`src/hdl/ucodec_pkg.sv`:
```
// Shared types, constants and character functions for the URL percent codec.
package ucodec_pkg;

  localparam int unsigned QueueDepthDefault = 2;

  localparam logic [7:0] PctMark   = 8'h25;
  localparam logic [7:0] UnderMark = 8'h5F;
  localparam logic [7:0] PlusMark  = 8'h2B;
  localparam logic [7:0] DashMark  = 8'h2D;
  localparam logic [7:0] DotMark   = 8'h2E;
  localparam logic [7:0] DigitBase = 8'h30;
  localparam logic [7:0] AlphaBase = 8'h37;

  localparam logic ModeEncode = 1'b0;
  localparam logic ModeDecode = 1'b1;

  typedef struct packed {
    logic [7:0] in_byte;
    logic       in_last;
  } in_item_t;

  typedef struct packed {
    logic [7:0] out_byte;
    logic       out_last;
  } out_item_t;

  typedef enum logic [1:0] {
    CMD_SINGLE,
    CMD_ESCAPE,
    CMD_PCT_RAW
  } cmd_kind_e;

  typedef struct packed {
    cmd_kind_e  kind;
    logic [7:0] data;
    logic       last;
  } cmd_t;

  function automatic logic pass_through(input logic [7:0] c);
    logic ok;
    ok = ((c >= 8'h30) && (c <= 8'h39)) || ((c >= 8'h41) && (c <= 8'h5A)) ||
         ((c >= 8'h61) && (c <= 8'h7A)) || (c == UnderMark) || (c == PlusMark) ||
         (c == DashMark) || (c == DotMark);
    return ok;
  endfunction

  function automatic logic [7:0] nibble_char(input logic [3:0] n);
    logic [7:0] r;
    r = (n <= 4'd9) ? ({4'h0, n} + DigitBase) : ({4'h0, n} + AlphaBase);
    return r;
  endfunction

  function automatic logic [3:0] digit_value(input logic [7:0] c);
    logic [7:0] v;
    v = 8'h00;
    if ((c >= 8'h30) && (c <= 8'h39)) begin
      v = c - 8'h30;
    end else if ((c >= 8'h41) && (c <= 8'h46)) begin
      v = c - 8'h41 + 8'd10;
    end else if ((c >= 8'h61) && (c <= 8'h66)) begin
      v = c - 8'h61 + 8'd10;
    end
    return v[3:0];
  endfunction

endpackage

```
`src/hdl/ucodec_front.sv`:
```
// Front end: holds the mode and escape state, classifies bytes into commands.
module ucodec_front (
  input  logic                 clk_i,
  input  logic                 rst_ni,
  input  logic                 cfg_we_i,
  input  logic                 cfg_wdata_i,
  input  logic                 accept_i,
  input  ucodec_pkg::in_item_t item_i,
  output logic                 cmd_push_o,
  output ucodec_pkg::cmd_t     cmd_o
);

  logic       mode_q, mode_d;
  logic [1:0] held_count_q, held_count_d;
  logic [7:0] held_digit_q, held_digit_d;

  always_comb begin
    mode_d       = mode_q;
    held_count_d = held_count_q;
    held_digit_d = held_digit_q;
    cmd_push_o   = 1'b0;
    cmd_o.kind   = ucodec_pkg::CMD_SINGLE;
    cmd_o.data   = item_i.in_byte;
    cmd_o.last   = item_i.in_last;
    if (cfg_we_i) begin
      mode_d       = cfg_wdata_i;
      held_count_d = 2'd0;
      held_digit_d = 8'h00;
    end else if (accept_i) begin
      if (mode_q == ucodec_pkg::ModeEncode) begin
        held_count_d = 2'd0;
        held_digit_d = 8'h00;
        cmd_push_o   = 1'b1;
        cmd_o.kind   = ucodec_pkg::pass_through(item_i.in_byte) ?
                       ucodec_pkg::CMD_SINGLE : ucodec_pkg::CMD_ESCAPE;
      end else if (held_count_q == 2'd1) begin
        if (item_i.in_last) begin
          held_count_d = 2'd0;
          cmd_push_o   = 1'b1;
          cmd_o.kind   = ucodec_pkg::CMD_PCT_RAW;
        end else begin
          held_digit_d = item_i.in_byte;
          held_count_d = 2'd2;
        end
      end else if (held_count_q == 2'd2) begin
        held_count_d = 2'd0;
        held_digit_d = 8'h00;
        cmd_push_o   = 1'b1;
        cmd_o.data   = {ucodec_pkg::digit_value(held_digit_q),
                        ucodec_pkg::digit_value(item_i.in_byte)};
      end else begin
        held_count_d = 2'd0;
        if ((item_i.in_byte == ucodec_pkg::PctMark) && !item_i.in_last) begin
          held_count_d = 2'd1;
        end else begin
          cmd_push_o = 1'b1;
        end
      end
    end
  end

  always_ff @(posedge clk_i or negedge rst_ni) begin
    if (!rst_ni) begin
      mode_q       <= ucodec_pkg::ModeEncode;
      held_count_q <= 2'd0;
      held_digit_q <= 8'h00;
    end else begin
      mode_q       <= mode_d;
      held_count_q <= held_count_d;
      held_digit_q <= held_digit_d;
    end
  end

endmodule

```
`src/hdl/ucodec_fifo.sv`:
```
// Short command queue between the front end and the back end.
module ucodec_fifo #(
  parameter int unsigned Depth = ucodec_pkg::QueueDepthDefault
) (
  input  logic             clk_i,
  input  logic             rst_ni,
  input  logic             push_i,
  input  ucodec_pkg::cmd_t data_i,
  output logic             full_o,
  input  logic             pop_i,
  output ucodec_pkg::cmd_t data_o,
  output logic             empty_o
);

  localparam int unsigned PtrW = (Depth > 1) ? $clog2(Depth) : 1;
  localparam int unsigned CntW = $clog2(Depth + 1);

  ucodec_pkg::cmd_t mem_q [Depth];
  logic [PtrW-1:0]  wr_ptr_q, wr_ptr_d;
  logic [PtrW-1:0]  rd_ptr_q, rd_ptr_d;
  logic [CntW-1:0]  count_q, count_d;
  logic             do_push, do_pop;

  assign full_o  = (count_q == CntW'(Depth));
  assign empty_o = (count_q == '0);
  assign do_push = push_i && !full_o;
  assign do_pop  = pop_i && !empty_o;
  assign data_o  = mem_q[rd_ptr_q];

  always_comb begin
    wr_ptr_d = wr_ptr_q;
    rd_ptr_d = rd_ptr_q;
    count_d  = count_q;
    if (do_push) begin
      wr_ptr_d = (wr_ptr_q == PtrW'(Depth - 1)) ? '0 : wr_ptr_q + 1'b1;
    end
    if (do_pop) begin
      rd_ptr_d = (rd_ptr_q == PtrW'(Depth - 1)) ? '0 : rd_ptr_q + 1'b1;
    end
    if (do_push && !do_pop) begin
      count_d = count_q + 1'b1;
    end else if (do_pop && !do_push) begin
      count_d = count_q - 1'b1;
    end
  end

  always_ff @(posedge clk_i) begin
    if (do_push) begin
      mem_q[wr_ptr_q] <= data_i;
    end
  end

  always_ff @(posedge clk_i or negedge rst_ni) begin
    if (!rst_ni) begin
      wr_ptr_q <= '0;
      rd_ptr_q <= '0;
      count_q  <= '0;
    end else begin
      wr_ptr_q <= wr_ptr_d;
      rd_ptr_q <= rd_ptr_d;
      count_q  <= count_d;
    end
  end

endmodule

```
`src/hdl/ucodec_back.sv`:
```
// Back end: expands one command into output bytes into the result register.
module ucodec_back (
  input  logic                  clk_i,
  input  logic                  rst_ni,
  input  logic                  cmd_empty_i,
  input  ucodec_pkg::cmd_t      cmd_i,
  output logic                  cmd_pop_o,
  output logic                  empty_o,
  input  logic                  pop_i,
  output ucodec_pkg::out_item_t out_item_o
);

  logic                  out_valid_q, out_valid_d;
  ucodec_pkg::out_item_t out_q, out_d;
  logic [1:0]            step_q, step_d;
  logic                  load, fire, final_step;

  assign load  = !out_valid_q || pop_i;
  assign fire  = load && !cmd_empty_i;

  always_comb begin
    out_d      = out_q;
    final_step = 1'b1;
    unique case (cmd_i.kind)
      ucodec_pkg::CMD_ESCAPE: begin
        final_step = (step_q == 2'd2);
        if (step_q == 2'd0) begin
          out_d.out_byte = ucodec_pkg::PctMark;
        end else if (step_q == 2'd1) begin
          out_d.out_byte = ucodec_pkg::nibble_char(cmd_i.data[7:4]);
        end else begin
          out_d.out_byte = ucodec_pkg::nibble_char(cmd_i.data[3:0]);
        end
      end
      ucodec_pkg::CMD_PCT_RAW: begin
        final_step     = (step_q == 2'd1);
        out_d.out_byte = (step_q == 2'd0) ? ucodec_pkg::PctMark : cmd_i.data;
      end
      default: begin
        out_d.out_byte = cmd_i.data;
      end
    endcase
    out_d.out_last = final_step && cmd_i.last;
    if (!fire) begin
      out_d = out_q;
    end
    step_d      = fire ? (final_step ? 2'd0 : step_q + 2'd1) : step_q;
    out_valid_d = load ? !cmd_empty_i : out_valid_q;
  end

  assign cmd_pop_o  = fire && final_step;
  assign empty_o    = !out_valid_q;
  assign out_item_o = out_q;

  always_ff @(posedge clk_i) begin
    out_q <= out_d;
  end

  always_ff @(posedge clk_i or negedge rst_ni) begin
    if (!rst_ni) begin
      out_valid_q <= 1'b0;
      step_q      <= 2'd0;
    end else begin
      out_valid_q <= out_valid_d;
      step_q      <= step_d;
    end
  end

endmodule

```
`src/hdl/url_percent_codec.sv`:
```
// Top level of the streaming URL percent encoder and decoder.
//
//   Channel   Ports                       Transfer when
//   input     push, full, in_item_i       push && !full
//   result    empty, pop, out_item_o      pop && !empty
//   config    cfg_we_i, cfg_wdata_i       cfg_we_i
//
// One input byte is taken per cycle while the command queue has room.
// The back end sends one output byte per cycle while the result side keeps popping,
// so an escaped byte in encode mode occupies it for three output bytes; a result
// passes through the command queue and then the result register after its input
// transfer. Reset clears the mode to encode, the escape state, the queue and the
// result register. Either side may stall at any time without loss.
module url_percent_codec #(
  parameter int unsigned QueueDepth = ucodec_pkg::QueueDepthDefault
) (
  input  logic                  clk_i,
  input  logic                  rst_ni,
  input  logic                  push,
  output logic                  full,
  input  ucodec_pkg::in_item_t  in_item_i,
  output logic                  empty,
  input  logic                  pop,
  output ucodec_pkg::out_item_t out_item_o,
  input  logic                  cfg_we_i,
  input  logic                  cfg_wdata_i
);

  ucodec_pkg::cmd_t front_cmd, back_cmd;
  logic             cmd_push, cmd_pop, cmd_empty;

  ucodec_front u_front (
    .clk_i       (clk_i),
    .rst_ni      (rst_ni),
    .cfg_we_i    (cfg_we_i),
    .cfg_wdata_i (cfg_wdata_i),
    .accept_i    (push && !full),
    .item_i      (in_item_i),
    .cmd_push_o  (cmd_push),
    .cmd_o       (front_cmd)
  );

  ucodec_fifo #(
    .Depth (QueueDepth)
  ) u_fifo (
    .clk_i   (clk_i),
    .rst_ni  (rst_ni),
    .push_i  (cmd_push),
    .data_i  (front_cmd),
    .full_o  (full),
    .pop_i   (cmd_pop),
    .data_o  (back_cmd),
    .empty_o (cmd_empty)
  );

  ucodec_back u_back (
    .clk_i       (clk_i),
    .rst_ni      (rst_ni),
    .cmd_empty_i (cmd_empty),
    .cmd_i       (back_cmd),
    .cmd_pop_o   (cmd_pop),
    .empty_o     (empty),
    .pop_i       (pop),
    .out_item_o  (out_item_o)
  );

endmodule

```
`config.mk`:
```
export PLATFORM = sky130hd
export DESIGN_NAME = url_percent_codec
export DESIGN_NICKNAME = d
export VERILOG_FILES = /design/src/hdl/ucodec_pkg.sv /design/src/hdl/ucodec_front.sv /design/src/hdl/ucodec_fifo.sv /design/src/hdl/ucodec_back.sv /design/src/hdl/url_percent_codec.sv
export SDC_FILE = /design/constraint.sdc
export NUM_CORES = 1
export LEC_CHECK = 0
export ABC_AREA = 1
export BUFFER_PORTS_ARGS = -buffer_cell sky130_fd_sc_hd__buf_2
export CORE_MARGIN = 2
export CORE_UTILIZATION = 45
export CTS_BUF_LIST = sky130_fd_sc_hd__clkbuf_4
export DETAILED_ROUTE_END_ITERATION = 16
export PLACE_DENSITY = 0.65
export RECOVER_POWER = 100
export SKIP_LAST_GASP = 1
export SLEW_MARGIN = 0
export SYNTH_ARGS = -nofsm -noshare
export SYNTH_HDL_FRONTEND = slang
export SYNTH_SLANG_ARGS = --single-unit
export TNS_END_PERCENT = 30
```
`constraint.sdc`:
```
create_clock -name clk_i -period 2.3 [get_ports clk_i]
set_clock_uncertainty 0.05 [all_clocks]
set_input_delay 0.46 -clock clk_i [delete_from_list [all_inputs] [get_ports clk_i]]
set_output_delay 0.46 -clock clk_i [all_outputs]
set_load 0.05 [all_outputs]
```
==> results of run 1 <==
==> flip-flops by register name, summed over array words and instances, names as in the netlist <==
signal	flops
u_back.out_item_o	9
u_fifo.wr_ptr_q	1
u_fifo.mem_q	22
u_fifo.count_q	2
u_front.mode_q	1
u_back.step_q	2
u_back.out_valid_q	1
u_fifo.rd_ptr_q	1
u_front.held_count_q	2
u_front.held_digit_q	8
==> synthesized netlist by cell type, types with 3 or more instances <==
cell      number  area (um^2)
o21ai_2        3         26.3
ha_1          18          225
nor3_1         8         40.0
nor2_2         3         18.8
o21ai_0       32          160
inv_1         65          244
nand3_1       37          185
nand4_1        6         37.5
dfrtp_1       18          450
a21oi_1        9         45.0
nand2_1       90          338
inv_2          3         11.3
o21ai_1        3         15.0
edfxtp_1      31          931
nor2_1        36          135
==> layout make-up <==
| type | count | area share [%] |
|---|---|---|
| Clock inverter | 2 | 0.280 |
| Sequential cell | 49 | 38.6 |
| Multi-Input combinational cell | 266 | 40.8 |
| Tap cell | 80 | 2.80 |
| Inverter | 68 | 7.13 |
| Clock buffer | 6 | 1.26 |
| Timing Repair Buffer | 54 | 9.13 |
==> layout by cell type (no fill, tap or decap), drive strengths merged <==
master / Yosys / layout
ha: 18 / 18
o21bai: 2 / 2
dfrtp: 18 / 18
nor3b: 1 / 1
a21oi: 9 / 9
and2: 1 / 1
nand4: 6 / 6
xnor2: 1 / 1
edfxtp: 31 / 31
inv: 68 / 69
nor2: 40 / 40
o211ai: 2 / 2
nor3: 9 / 9
and3: 1 / 1
dlygate4sd3: 0 / 1
nand3b: 2 / 2
o32ai: 1 / 1
clkbuf: 0 / 20
xor2: 2 / 2
nand2: 93 / 93
or2: 2 / 2
nand3: 37 / 37
o21ai: 38 / 38
clkinv: 0 / 1
buf: 2 / 39
a21boi: 1 / 1
==> stage by stage <==
stage	total power, W	setup WS (ns)	hold WS [ns]	setup TNS [ns]	area, um^2
finish	0.00389	0.112	0.260	0	3580
global route	0.00424	-0.0347	0.252	-0.0497	3580
CTS	0.00384	0.0152	0.245	0	3560
detailed placement	0.00341	-0.0211	0.398	-0.0211	3480
global placement	0.00338	0.0392	0.388	0	3480
floorplan	0.00287	0.00136	0.114	0	3080
==> worst min path at each step <==
| stage | start | end | slack, ns | cells after the start |
|---|---|---|---|---|
| 2_1_floorplan | rst_ni | u_back.out_valid_q | 0.11 | 0 |
| 3_3_place_gp | rst_ni | u_back.step_q[0] | 0.39 | 1 |
| 3_5_place_dp | rst_ni | u_back.step_q[0] | 0.40 | 1 |
| 4_1_cts | pop | u_back.out_valid_q | 0.25 | 4 |
| 5_1_grt | cfg_wdata_i | u_front.mode_q | 0.25 | 3 |
| 6_report | cfg_wdata_i | u_front.mode_q | 0.26 | 3 |
==> power by group through the flow <==
stage | clock network (W) | registers, W | logic, W
finish | 0.000402 | 0.00131 | 0.00217
global route | 0.000456 | 0.00134 | 0.00244
CTS | 0.000422 | 0.00131 | 0.00211
detailed placement | 0 | 0.00133 | 0.00208
global placement | 0 | 0.00133 | 0.00205
floorplan | 0 | 0.00163 | 0.00124
==> per-layer routing <==
metal | share of wire, % | vias up | track usage [%] | routed length (um)
met5 | 0 | - | 0 | 0
met4 | 1.5 | 0 | 5.11 | 96
met3 | 2.7 | 8 | 3.14 | 171
met2 | 49 | 41 | 31.9 | 3130
met1 | 46 | 1121 | 21.9 | 2940
li1 | - | 1370 | - | -
==> worst max-delay path: stages, from the launching register on <==
cell and delay [ns]:
dfrtp_1 0.42, inv_2 0.06, or2_2 0.29, o21ai_2 0.09, inv_2 0.06, ha_4 0.21, a21oi_1 0.15, o21ai_2 0.10
nand2_2 0.11, ha_4 0.21, a21oi_1 0.10, o21ai_1 0.08, xor2_1 0.14
==> cell families (layout without fill, tap and decap cells) <==
family	Yosys count	in the layout	synth area share, %
adders and majority gates	18	18	7.37
xor gates and xnor gates	3	3	0.860
AOI/OAI and AO/OA	53	53	9.58
DFF	49	49	45.2
buffers and inverters	70	130	9.09
and+or+nand+nor	192	192	27.9
==> what timing repair did <==
action | in CTS | in global routing
setup endpoints to repair | 1 | 18
buffers inserted | 1 | 1
gates cloned | 0 | 0
pin swaps | 0 | 5
hold endpoints to repair | 14 | 0
hold buffers | 1 | 0
resized for setup | 1 | 18
==> results.md, run 1 <==
- FF-to-FF path depth: 12
- Initial core utilization: 45.7%
- Arrival time at the worst endpoint: 2.40 ns
- Logic gate share of total power: 55.9%
- Via count of the first global-routing pass: 2401
- Predominant post-synthesis flop cell: edfxtp_1
- Minimum clock period after layout: 2.19 ns
- Violation count after the first detailed-route iteration: 67
- Register area share after synthesis: 45.2%
- Clock Power Share: 10.3%
- Seq pwr share: 33.8%
- Outcome: finished clean
- Number of CTS-inserted buffers: 5
- Final WL: 6340 um
- Max-slew headroom: 25.0%
- Worst slew pin tran: 1.12 ns
- Detail Route Antenna Nets: 0
- Total overflow reported by the global router: 0
- Internal power component: 0.00208 W
- Class of the worst hold path: input port to flip-flop
- Fill cells: 670
- First-pass GRT wire length: 10600 um
- Max frequency: 457 MHz
- Weighted congestion reported at the end of routability-driven placement: 0.867
- Flip-flop and latch count after synthesis: 49
- Critical path peak fanout: 4
- Die Footprint: 0.00747 mm^2
- Portion of the clock cycle consumed by the worst path in the final layout: 95.1%
- Avg Synthesized Cell Area: 7.94 um^2
- Clock tree from TritonCTS: done
- Synth Instances: 385
- Worst Setup Start Kind: flip-flop
- CP Capture Type: flip-flop
- Share of synthesized registers carrying an async set or reset: 36.7%
- Largest net degree at the start of global routing: 19
- Floorplan die width: 86.4 um
- Synthesis-to-finish area growth: 17.1%
- Switching power as a share of total power: 46.5%
- Global-route usage over all layers: 17.8%
- Peak supply drop: 313 uV
- Detailed placement HPWL: 4980 um
- Clock Pin Slew Worst Setup and Hold Paths: 0.15 ns
- Number of H-tree branching levels: 2
- Net total in the final layout: 477
- Share of post-route cells with drive strength above 1: 16.2%
- Number of input and output port buffers inserted: 25
- Endpoint of the lowest-slack register-to-register path: u_fifo.count_q[1]
- Final core utilization: 53.6%
- Setup crit start: u_fifo.rd_ptr_q
- P per Cell Area: 1090 mW/mm^2
- Number of flops mapped to enable cells by yosys: 31
- Worst setup path endpoint: u_fifo.count_q[1]
- Final-report max-slew violation count: 0
- Number of primary I/O pins: 26
- Clock latency at the later pin of the worst-skew pair: 0.36 ns
- Reg-to-reg slack, setup: 0.11 ns
- Number of max-cap violations: 0
- Antenna violations before repair: 0
- Reg-to-reg critical path startpoint: u_fifo.rd_ptr_q
- Count of endpoints failing hold in the final timing report: 0
- Placed cell count: 514
- Floorplan die height: 86.4 um
- Leak pwr: 1.69 nW
- Synth unique cells: 31
- Yosys warns: 0
- Cell Count, Final, Fillers Out: 525
- Wire per inst: 12.1 um
- Antenna diode count: 0
- Total area of multi-input combinational cells: 0.00146 mm^2
- Mapped Nets: 418
- Drt pass-1 iters: 4
- RSZ-0062 raised after global routing: yes
- Drt drc: 0
- Required time worst endpoint: 2.51 ns
- Clock tree sinks: 49
- Cell row count: 30
- Final setup fails: 0
- CTS root buffer: clkbuf_4
- Vias per cell: 4.84
- Number of vias after detailed routing: 2540
- Flip-flop and latch area: 0.00138 mm^2
- NetSw: 0.00181 W
- Core region area: 0.00668 mm^2
- Worst-case clock buffer depth: 2
- Netlist area before placement: 0.00306 mm^2
- Type of the worst setup path: flip-flop to flip-flop
Power figures use the tool's default switching activity.
==> run 2: changes to the inputs <==
Settings changed: PLACE_DENSITY 0.65 to not set.
Clock period 2.3 ns to 2.6 ns, I/O delays scaled along.
==> run 2 against run 1 <==
Against the previous run:
- maximum frequency shrank 9.3%
- cell count shrank 2.9%
- core utilization shrank 2.5 points
- clock-buffer cell count did not move
- flip-flop and latch count stayed put
- non-clock buffer count shrank 15
- hold slack got worse by 0.025 ns
- total power is 14% lower
- register-to-register slack better by 0.07 ns
- sequential power shrank 11%
- critical path depth is the same
- critical endpoint unchanged
==> results.md, run 2 (same netlist as run 1, synthesis figures left out) <==
- Count of hold buffers inserted by post-cts repair: 0 (-1)
- Reg-to-reg slack, setup: 0.19 ns (+0.07 ns)
- FF-to-FF path depth: 12 (unchanged)
- Vias per cell: 4.98 (+2.9%)
- Number of max-cap violations: 0 (unchanged)
- Drt drc: 0 (unchanged)
- Minimum clock period after layout: 2.41 ns (+0.225 ns)
- Clock Pin Slew Worst Setup and Hold Paths: 0.15 ns (about the same)
- CP Capture Type: flip-flop
- Clock tree from TritonCTS: done
- Floorplan die width: 86.4 um (unchanged)
- Via count of the first global-routing pass: 2368 (-1.4%)
- Total overflow reported by the global router: 0 (unchanged)
- Antenna diode count: 0 (unchanged)
- Final Total Pwr: 0.00333 W (-14%)
- Cell row count: 30 (unchanged)
- Net total in the final layout: 462 (-3.1%)
- Portion of the clock cycle consumed by the worst path in the final layout: 92.8% (-2.3 points)
- Worst slew pin tran: 1.00 ns (-0.124 ns)
- Violation count after the first detailed-route iteration: 95 (+42%)
- Endpoint of the lowest-slack register-to-register path: u_fifo.count_q[1]
- Clock tree sinks: 49 (unchanged)
- Antenna violations before repair: 0 (unchanged)
- Initial core utilization: 45.7% (unchanged)
- Delay of the slowest cell on the worst path: 0.42 ns (about the same)
- Final-report max-slew violation count: 0 (unchanged)
- Number of input and output port buffers inserted: 25 (unchanged)
- Outcome: finished clean
- Clock latency at the later pin of the worst-skew pair: 0.36 ns (about the same)
- Leading cell type in the layout, fill and taps excluded: nand2_1
- Drt pass-1 iters: 4 (unchanged)
- P per Cell Area: 976 mW/mm^2 (-10%)
- Buf+Inv Stages, Crit Path: 2 (unchanged)
- Core region area: 0.00668 mm^2 (unchanged)
- Floorplan die height: 86.4 um (unchanged)
- Count of endpoints failing hold in the final timing report: 0 (unchanged)
- Max frequency: 414 MHz (-9.3%)
- Detailed placement HPWL: 4870 um (-2.3%)
- Die Footprint: 0.00747 mm^2 (unchanged)
- Final setup fails: 0 (unchanged)
- Peak supply drop: 269 uV (-14%)
- Type of the worst setup path: flip-flop to flip-flop
- Number of vias after detailed routing: 2538 (-0.079%)
- Max-slew headroom: 33.3% (+8.3 points)
- Standard cell with the maximum stage delay on the critical path: dfrtp_1
- List of cells traversed by the critical path: inv_2, or2_2, o21ai_0, inv_1, ha_4, a21oi_1, o21ai_0, nand2_1, ha_1, a21oi_1, o21ai_0, xor2_1
- Share of post-route cells with drive strength above 1: 10.2% (-5.9 points)
- First-pass GRT wire length: 10400 um (-1.1%)
- Final WL: 6160 um (-2.8%)
- Required time worst endpoint: 2.81 ns (+0.30 ns)
- Wire per inst: 12.1 um (about the same)
- Most numerous cell on the critical path: o21ai_0
- Setup tns final: 0 ns (unchanged)
- Final core utilization: 51.0% (-2.5 points)
- Number of H-tree branching levels: 2 (unchanged)
- Largest net degree at the start of global routing: 19 (unchanged)
- Worst Setup Start Kind: flip-flop
- Synthesis-to-finish area growth: 11.6%
- Commonest cells after routing, fill and taps aside: nand2_1 (92), inv_1 (65), nor2_1 (37), nand3_1 (37), o21ai_0 (34)
- Leak pwr: 1.62 nW (-4.4%)
- Worst-case clock buffer depth: 2 (unchanged)
- Arrival time at the worst endpoint: 2.62 ns (+0.22 ns)
- Top reg by flops: u_fifo.mem_q
- RSZ-0062 raised after global routing: no
- Global-route usage over all layers: 17.5% (-0.31 points)
- Weighted congestion reported at the end of routability-driven placement: 0.882 (+1.8%)
- Class of the worst hold path: input port to asynchronous set/reset pin
- Critical path peak fanout: 5 (+1)
- CTS root buffer: clkbuf_4
- Cell family contributing the most delay on the critical path: adder cells
- Number of primary I/O pins: 26 (unchanged)
- Reg-to-reg critical path startpoint: u_fifo.rd_ptr_q
- Number of flip-flops in the largest register: 22 (unchanged)
- Detail Route Antenna Nets: 0 (unchanged)
- Number of CTS-inserted buffers: 5 (unchanged)
[run 2: changes by cell type in the layout (fill, tap and decap cells not counted), sizes merged]
| cell | delta |
|---|---|
| buf | -17 |
| inv | -1 |
| clkbuf | +3 |
| bufinv | +1 |
| dlygate4sd3 | -1 |
[run 2: power by group]
group | internal [W] | switching (W) | leakage, nW
clock | 0.000216 | 0.000237 | 0.0459
combinational | 0.000513 | 0.00120 | 1.05
sequential | 0.00110 | 0.0000701 | 0.527
[run 2: worst reg2reg max path, stage by stage, from the launching register on]
cell and delay (ns):
dfrtp_1 0.42, inv_2 0.07, or2_2 0.27, o21ai_0 0.11, inv_1 0.11, ha_4 0.30
a21oi_1 0.04, o21ai_0 0.12, nand2_1 0.12, ha_1 0.34, a21oi_1 0.11, o21ai_0 0.11
xor2_1 0.15
[run 2: worst max-delay path by stage]
stage / from / to / cells past startpoint
floorplan: u_fifo.rd_ptr_q / u_fifo.count_q[1] / 12
global route: u_fifo.rd_ptr_q / u_fifo.count_q[1] / 12
global placement: in_item_i[2] / u_fifo.count_q[1] / 13
finish: u_fifo.rd_ptr_q / u_fifo.count_q[1] / 12
detailed placement: in_item_i[2] / u_fifo.count_q[1] / 13
CTS: u_fifo.rd_ptr_q / u_fifo.count_q[1] / 12
[run 2: metrics by stage]
step | instance area [um^2] | cells | setup WS (ns) | hold slack [ns]
detailed placement | 3350 | 500 | 0.128 | 0.432
global route | 3410 | 510 | 0.00509 | 0.296
floorplan | 3060 | 385 | 0.205 | 0.174
CTS | 3430 | 508 | 0.116 | 0.0193
finish | 3410 | 510 | 0.187 | 0.235
global placement | 3350 | 500 | 0.165 | 0.434
[run 2: what timing repair did]
action                                 4_1_cts  5_1_grt
endpoints found under the hold margin        0        0
gates resized for setup                      0        2
setup buffers                                0        2
setup endpoints to repair                    0        1
[run 2: area by class of cell]
| class | count | area (um^2) |
|---|---|---|
| fill | 672 | 3270 |
| clock buffer | 6 | 45.0 |
| multi-input combinational | 266 | 1390 |
| timing repair buffer | 39 | 203 |
| inverter | 68 | 255 |
| clock inverter | 2 | 38.8 |
| tap | 80 | 100 |
| sequential | 49 | 1380 |
[run 2: metal layers]
layer	wire [um]	share of wire (%)	GRT usage (%)
met5	0	0	0
met4	59	0.96	5.40
met3	125	2.0	2.95
met2	3140	51	31.7
met1	2840	46	21.1
